===== src/rtl/gray_sobel_edge_threshold_macros.svh =====
// Assertion macros for the gray/Sobel edge block.
`ifndef GRAY_SOBEL_EDGE_THRESHOLD_MACROS_SVH
`define GRAY_SOBEL_EDGE_THRESHOLD_MACROS_SVH
`ifndef SYNTH
`define GSED_ASSERT_IMP(lbl, clk, rst, ante, cons) \
   lbl: assert property (@(posedge clk) disable iff (rst) (ante) |-> (cons)) \
      else $error("gsed assertion failed");
`define GSED_ASSERT_NXT(lbl, clk, rst, ante, cons) \
   lbl: assert property (@(posedge clk) disable iff (rst) (ante) |=> (cons)) \
      else $error("gsed assertion failed");
`else
`define GSED_ASSERT_IMP(lbl, clk, rst, ante, cons)
`define GSED_ASSERT_NXT(lbl, clk, rst, ante, cons)
`endif
`endif


===== src/rtl/gsed_pkg.sv =====
`timescale 1ns / 1ps
`default_nettype none
package gsed_pkg;

   localparam int PIX_W    = 8;
   localparam int THR_W    = 11;
   localparam int WIDTH_W  = 11;
   localparam int HEIGHT_W = 13;
   localparam int ROW_W    = 12;
   localparam int MIN_DIM  = 3;
   localparam int MAX_HEIGHT = 4096;
   localparam int GRAD_W   = 11;
   localparam int SQ_W     = 20;
   localparam int MAG_W    = 21;
   localparam int LIMIT_W  = 22;
   localparam int CSR_IDX_W = 2;

   localparam logic [CSR_IDX_W-1:0] REG_EDGE_THRESHOLD = 2'd0;
   localparam logic [CSR_IDX_W-1:0] REG_IMAGE_WIDTH    = 2'd1;
   localparam logic [CSR_IDX_W-1:0] REG_IMAGE_HEIGHT   = 2'd2;

   localparam logic [THR_W-1:0]    THRESHOLD_RESET = 11'd80;
   localparam logic [WIDTH_W-1:0]  WIDTH_RESET     = 11'd400;
   localparam logic [HEIGHT_W-1:0] HEIGHT_RESET    = 13'd400;

   typedef logic [PIX_W-1:0] pix_type;

   typedef struct packed {
      pix_type blue;
      pix_type green;
      pix_type red;
   } rgb_type;

   // 3x3 window, pRC with row 0 two rows up and column 0 two columns left
   typedef struct packed {
      pix_type p00;
      pix_type p01;
      pix_type p02;
      pix_type p10;
      pix_type p12;
      pix_type p20;
      pix_type p21;
      pix_type p22;
   } win_type;

   typedef struct packed {
      logic edge_valid;
      logic end_of_frame;
   } tag_type;

   typedef struct packed {
      logic accept;
      logic shift;
      logic load;
   } lw_ctl_type;

   typedef struct packed {
      logic load_grad;
      logic load_square;
   } grad_ctl_type;

   function automatic pix_type gray_of(rgb_type px);
      logic [24:0] acc;
      acc = 25'(px.red) * 25'd19595 + 25'(px.green) * 25'd38470
          + 25'(px.blue) * 25'd7471 + 25'd32768;
      return acc[23:16];
   endfunction

endpackage
`default_nettype wire


===== src/rtl/gsed_grad.sv =====
`timescale 1ns / 1ps
`default_nettype none
module gsed_grad (
   input  wire logic                             clock,
   input  wire gsed_pkg::grad_ctl_type           ctl,
   input  wire gsed_pkg::win_type                win,
   input  wire logic [gsed_pkg::LIMIT_W-1:0]     limit,
   output logic                                  over
);

   localparam int GW = gsed_pkg::GRAD_W;

   logic signed [GW-1:0] gx_ff;
   logic signed [GW-1:0] gy_ff;
   logic signed [GW-1:0] gx_in;
   logic signed [GW-1:0] gy_in;
   logic [gsed_pkg::SQ_W-1:0] gx2_ff;
   logic [gsed_pkg::SQ_W-1:0] gy2_ff;
   logic [gsed_pkg::SQ_W-1:0] gx2_in;
   logic [gsed_pkg::SQ_W-1:0] gy2_in;
   logic [gsed_pkg::LIMIT_W-1:0] mag;

   always_comb begin
      gx_in = (GW'(win.p02) + (GW'(win.p12) <<< 1) + GW'(win.p22))
            - (GW'(win.p00) + (GW'(win.p10) <<< 1) + GW'(win.p20));
      gy_in = (GW'(win.p20) + (GW'(win.p21) <<< 1) + GW'(win.p22))
            - (GW'(win.p00) + (GW'(win.p01) <<< 1) + GW'(win.p02));
      gx2_in = gsed_pkg::SQ_W'(unsigned'(22'(gx_ff * gx_ff)));
      gy2_in = gsed_pkg::SQ_W'(unsigned'(22'(gy_ff * gy_ff)));
      mag = gsed_pkg::LIMIT_W'(gx2_ff) + gsed_pkg::LIMIT_W'(gy2_ff);
   end

   always_ff @(posedge clock) begin
      if (ctl.load_grad) begin
         gx_ff <= gx_in;
         gy_ff <= gy_in;
      end
      if (ctl.load_square) begin
         gx2_ff <= gx2_in;
         gy2_ff <= gy2_in;
      end
   end

   assign over = mag > limit;

endmodule
`default_nettype wire


===== config.mk =====
export PLATFORM = sky130hd
export DESIGN_NAME = gsed_grad
export DESIGN_NICKNAME = d
export VERILOG_FILES = /design/src/rtl/gray_sobel_edge_threshold_macros.svh /design/src/rtl/gsed_pkg.sv /design/src/rtl/gsed_grad.sv
export SDC_FILE = /design/constraint.sdc
export NUM_CORES = 1
export LEC_CHECK = 0
export BUFFER_PORTS_ARGS = -buffer_cell sky130_fd_sc_hd__clkbuf_2
export CORE_UTILIZATION = 40
export DETAILED_ROUTE_END_ITERATION = 8
export GPL_ROUTABILITY_DRIVEN = 0
export PLACE_DENSITY = 0.54
export SYNTH_ARGS = -nofsm -noshare
export SYNTH_HDL_FRONTEND = slang
export SYNTH_SLANG_ARGS = --single-unit
export TNS_END_PERCENT = 100

===== constraint.sdc =====
create_clock -name clock -period 5.7 [get_ports clock]
set_input_delay 1.14 -clock clock [delete_from_list [all_inputs] [get_ports clock]]
set_output_delay 1.14 -clock clock [all_outputs]
set_load 0.01 [all_outputs]

After elaboration in Yosys (flattened, before gate mapping). Index checks and enable logic that the tools add are counted.

Bits in registers: 62. Bits of input ports: 89. Output and inout bits: 1. Logic and storage cells: 18.

Add/sub/neg operators: 11. Multipliers: 2. $lt $le $gt $ge: 1.

Operator list (number): $add A10 B8 Y11 (4); $add A8 B9 Y10 (4); $mul A11 B11 Y20 (2); $gt A21 B22 Y1 (1); $sub A11 B11 Y11 (2); $add A20 B20 Y21 (1).

Depth between registers and ports, before layout.
Depth after elaboration: 3. Mapped depth: 22. Mapped depth without buffers: 21.

Worst setup path after synthesis. No wires, ideal clock.

Kind: reg-to-reg. From: register gy_ff[10]. To: register gy2_ff[18] (netlist name) (data pin). Data arrival time: 4830 ps. Buffers on the path: 1. Clock period less this slack: 5088 ps. Slack: 612 ps. Cell stages (with the launch flop): 19. Library setup time: 258 ps. Data required time: 5442 ps. Cell sequence: edfxtp_1 > clkbuf_1 > nand2_1 > fa_1 > inv_1 > fa_1 > fa_1 > fa_1 > inv_1 > fa_1 > inv_1 > ha_1 > a21o_1 > a21o_1 > a21oi_1 > o21ai_0 > a211o_1 > a21oi_1 > xnor2_1.

Longest elaborated chain between the ends: 1.

RTL lines: from (decl) (RTL line gsed_grad.sv:14) `logic signed [GW-1:0] gy_ff;`; from (signal assigned) (RTL line gsed_grad.sv:36) `gy_ff <= gy_in;`; $mul A11 B11 Y20 (RTL line gsed_grad.sv:29) `gy2_in = gsed_pkg::SQ_W'(unsigned'(22'(gy_ff * gy_ff)));`; via gy2_in (one bit) (RTL line gsed_grad.sv:20) `logic [gsed_pkg::SQ_W-1:0] gy2_in;`; to (signal assigned) (RTL line gsed_grad.sv:40) `gy2_ff <= gy2_in;`; to (decl) (RTL line gsed_grad.sv:18) `logic [gsed_pkg::SQ_W-1:0] gy2_ff;`.

The timed path passes the listed nets, and every way through them passes these cells. A chain may end at the register's enable or synchronous reset.

Worst setup path after layout.
From: register gy_ff[5]. To: register gy2_ff[19] (netlist name) (data pin).

Same word-level chain as after synthesis.

==> reports/results.ini <==
[synthesis]
synth_edf_count=60
syn-num-nets=1741
yosysTopAreaCell=fa_1
yosys_warnings=0
ys_top_cells_by_area=fa_1, ha_1, edfxtp_1
synthesis.instances=1252
synth_cell_types=43
synthArstFlopShare_pct=0
netlist_area_mm2=0.01270
yosysSeqAreaShare_pct=14.18
yosysMostFrequentCell=inv_1
netlist.area_leader.share_pct=39.55
synth-seq-cells=60
synthTopCellsByCount=inv_1, fa_1, ha_1
yosys_most_used_dff=edfxtp_1
syn_area_per_cell_um2=10.15

[clock_network]
cts_buffers=9
clkTransAtPathRegs_ps=70
clk-insertion-delay-late_ps=350
cts_root_buf=clkbuf_16
cts_max_level=3
cts_resized=0
clk_path_buf_depth=2
holdBufCountCts=0
cts_sinks=60
tritoncts=done
post_cts_buffers=0

[route]
first_pass_iters=4
viasPerCell=4.692
wl_mm=25.77
wl_per_cell_um=14.77
vias=8183
ant_nets=0
drtIter0Drc=199
drc=0

[min_path]
hold_class=register to register
hold_path_end=gx2_ff[0]$_DFFE_PP_
hold_path.startpoint=gx_ff[0]$_DFFE_PP_
hold_path_depth=0

[sta]
slew-limit-headroom_pct=37.74
skew_ps=15.69
tightest_slew_ps=933.9
finalSetupTns_ps=0
rsz0062_at_grt=false
drv_slew=0
setup_viol=0
finalCritPeriodShare_pct=95.25
final_hold_viol_count=0
min_period_ps=5429
max_freq_mhz=184.2

[finish]
regArea_mm2=0.001802
nNetsFinal=1832
n_antenna_cell=0
multiInputGateArea_mm2=0.009552
drive_gt1_share_pct=9.496
n_fill_cell=3020
area_delta_synth_final_pct=9.809

[die]
die_h_um=180.2
start_util_pct=41.10
die_x_um=180.2
coreArea_mm2=0.03091
dieArea_mm2=0.03248
io_pins=90
rows=64

[grt]
antenna_found_initial=1
grt_pass1_vias=8950
grt_first_pass_wirelength_mm=44.13
gr-total-overflow=0
grt_max_degree=39
grtUsageTotal_pct=17.21

[critical_path]
critPathLaunchType=register
cp.required_ps=5770
cp.arrival_ps=5500
worstSetupEndpointType=register
reg2reg_to=gy2_ff[19]$_DFFE_PP_
criticalPathCategory=register to register
r2r-start=gy_ff[5]$_DFFE_PP_
cp_max_fo=8
r2r_slack_ps=270
rr_worst_depth=18

[placed_design]
io_buffers=89
hpwl_mm=23.31

[status]
status=finished clean

[job]
maxCapViolCount=0

[state kept, by name, indices dropped and copies added, names as in the netlist]
| signal | flops |
|---|---|
| gx_ff | 11 |
| gy2_ff | 19 |
| gy_ff | 11 |
| gx2_ff | 19 |
[layer usage]
metal | track usage [%] | share of wire (%) | vias up
met5 | 0 | 0 | -
met4 | 4.410 | 1.8 | 0
met3 | 3.234 | 4.9 | 28
met2 | 29.50 | 49 | 168
met1 | 22.32 | 45 | 3993
li1 | - | - | 3994
[metrics by stage]
step / hold slack (ps) / setup WS, ps / instance area, um2 / util (%) / instances
2_1_floorplan: 463.9 / 612.2 / 12700 / - / 1252
3_3_place_gp: 785.3 / 371.1 / 13650 / 44.16 / 1728
3_5_place_dp: 789.0 / 374.4 / 13650 / 44.16 / 1728
4_1_cts: 798.6 / 348.0 / 13950 / 45.13 / 1744
5_1_grt: 841.9 / 3.174 / 13950 / 45.13 / 1744
6_report: 806.3 / 270.5 / 13950 / 45.13 / 1744
[how the worst max path moves through the flow]
stage | from | to | slack [ps] | depth (start not counted)
after detailed placement | gy_ff[5]$_DFFE_PP_ | gy2_ff[19]$_DFFE_PP_ | 370 | 18
after global placement | gy_ff[5]$_DFFE_PP_ | gy2_ff[18]$_DFFE_PP_ | 370 | 18
after global routing | gy_ff[5]$_DFFE_PP_ | gy2_ff[19]$_DFFE_PP_ | 3 | 18
after CTS | gy_ff[5]$_DFFE_PP_ | gy2_ff[18]$_DFFE_PP_ | 350 | 18
after floorplan | gy_ff[10]$_DFFE_PP_ | gy2_ff[18]$_DFFE_PP_ | 610 | 18
final | gy_ff[5]$_DFFE_PP_ | gy2_ff[19]$_DFFE_PP_ | 270 | 18
[cells by family (layout without fill, tap and decap cells)]
family | count (synthesis) | after routing | share of synthesized area, %
buffers and inverters | 360 | 456 | 10.64
and+or+nand+nor | 214 | 214 | 8.312
xor gates and xnor gates | 86 | 86 | 5.929
adders and majority gates | 400 | 400 | 54.22
DFF | 60 | 60 | 14.18
muxes | 2 | 2 | 0.1674
AOI/OAI and AO/OA | 130 | 130 | 6.549
[layout by cell type (no fill, tap or decap), types with 2 or more instances in the layout]
cell / instances
a21oi_1: 53
o21ai_0: 20
and2_1: 48
and3_1: 4
edfxtp_1: 60
a41oi_1: 2
nand2b_1: 7
clkinv_4: 2
nor3_1: 6
xor2_1: 16
nand2_1: 63
nor2b_1: 20
a31oi_1: 5
fa_1: 251
clkinvlp_4: 2
a21o_1: 24
o21bai_1: 7
clkbuf_2: 89
ha_1: 149
buf_4: 10
nand3_1: 3
nor2_1: 50
a211oi_1: 3
nand4_1: 6
o21a_1: 5
xnor2_1: 70
inv_1: 340
clkbuf_16: 9
or2_2: 3
[area by class of cell]
type	instances	area share, %
multi-input cells	832	68.47
well taps	396	3.552
flip-flops and latches	60	12.91
clock inverters	7	0.5471
inverters	341	9.175
clock buffers	9	1.614
repair buffers	99	3.731
[worst max-delay path, stage by stage (launching register included)]
cell      delay, ps
edfxtp_1        550
inv_1           230
nor2_1          270
ha_1            300
xnor2_1         280
fa_1            470
fa_1            460
fa_1            490
inv_1            50
fa_1            470
inv_1            40
ha_1            350
a21o_1          200
a31oi_1         220
o21ai_0         110
o21ba_2         260
a21oi_1          90
a31oi_1         210
xnor2_1         110
Power is not shown: default switching activity piles up to over one toggle a cycle in this logic, so the estimate is an artifact.
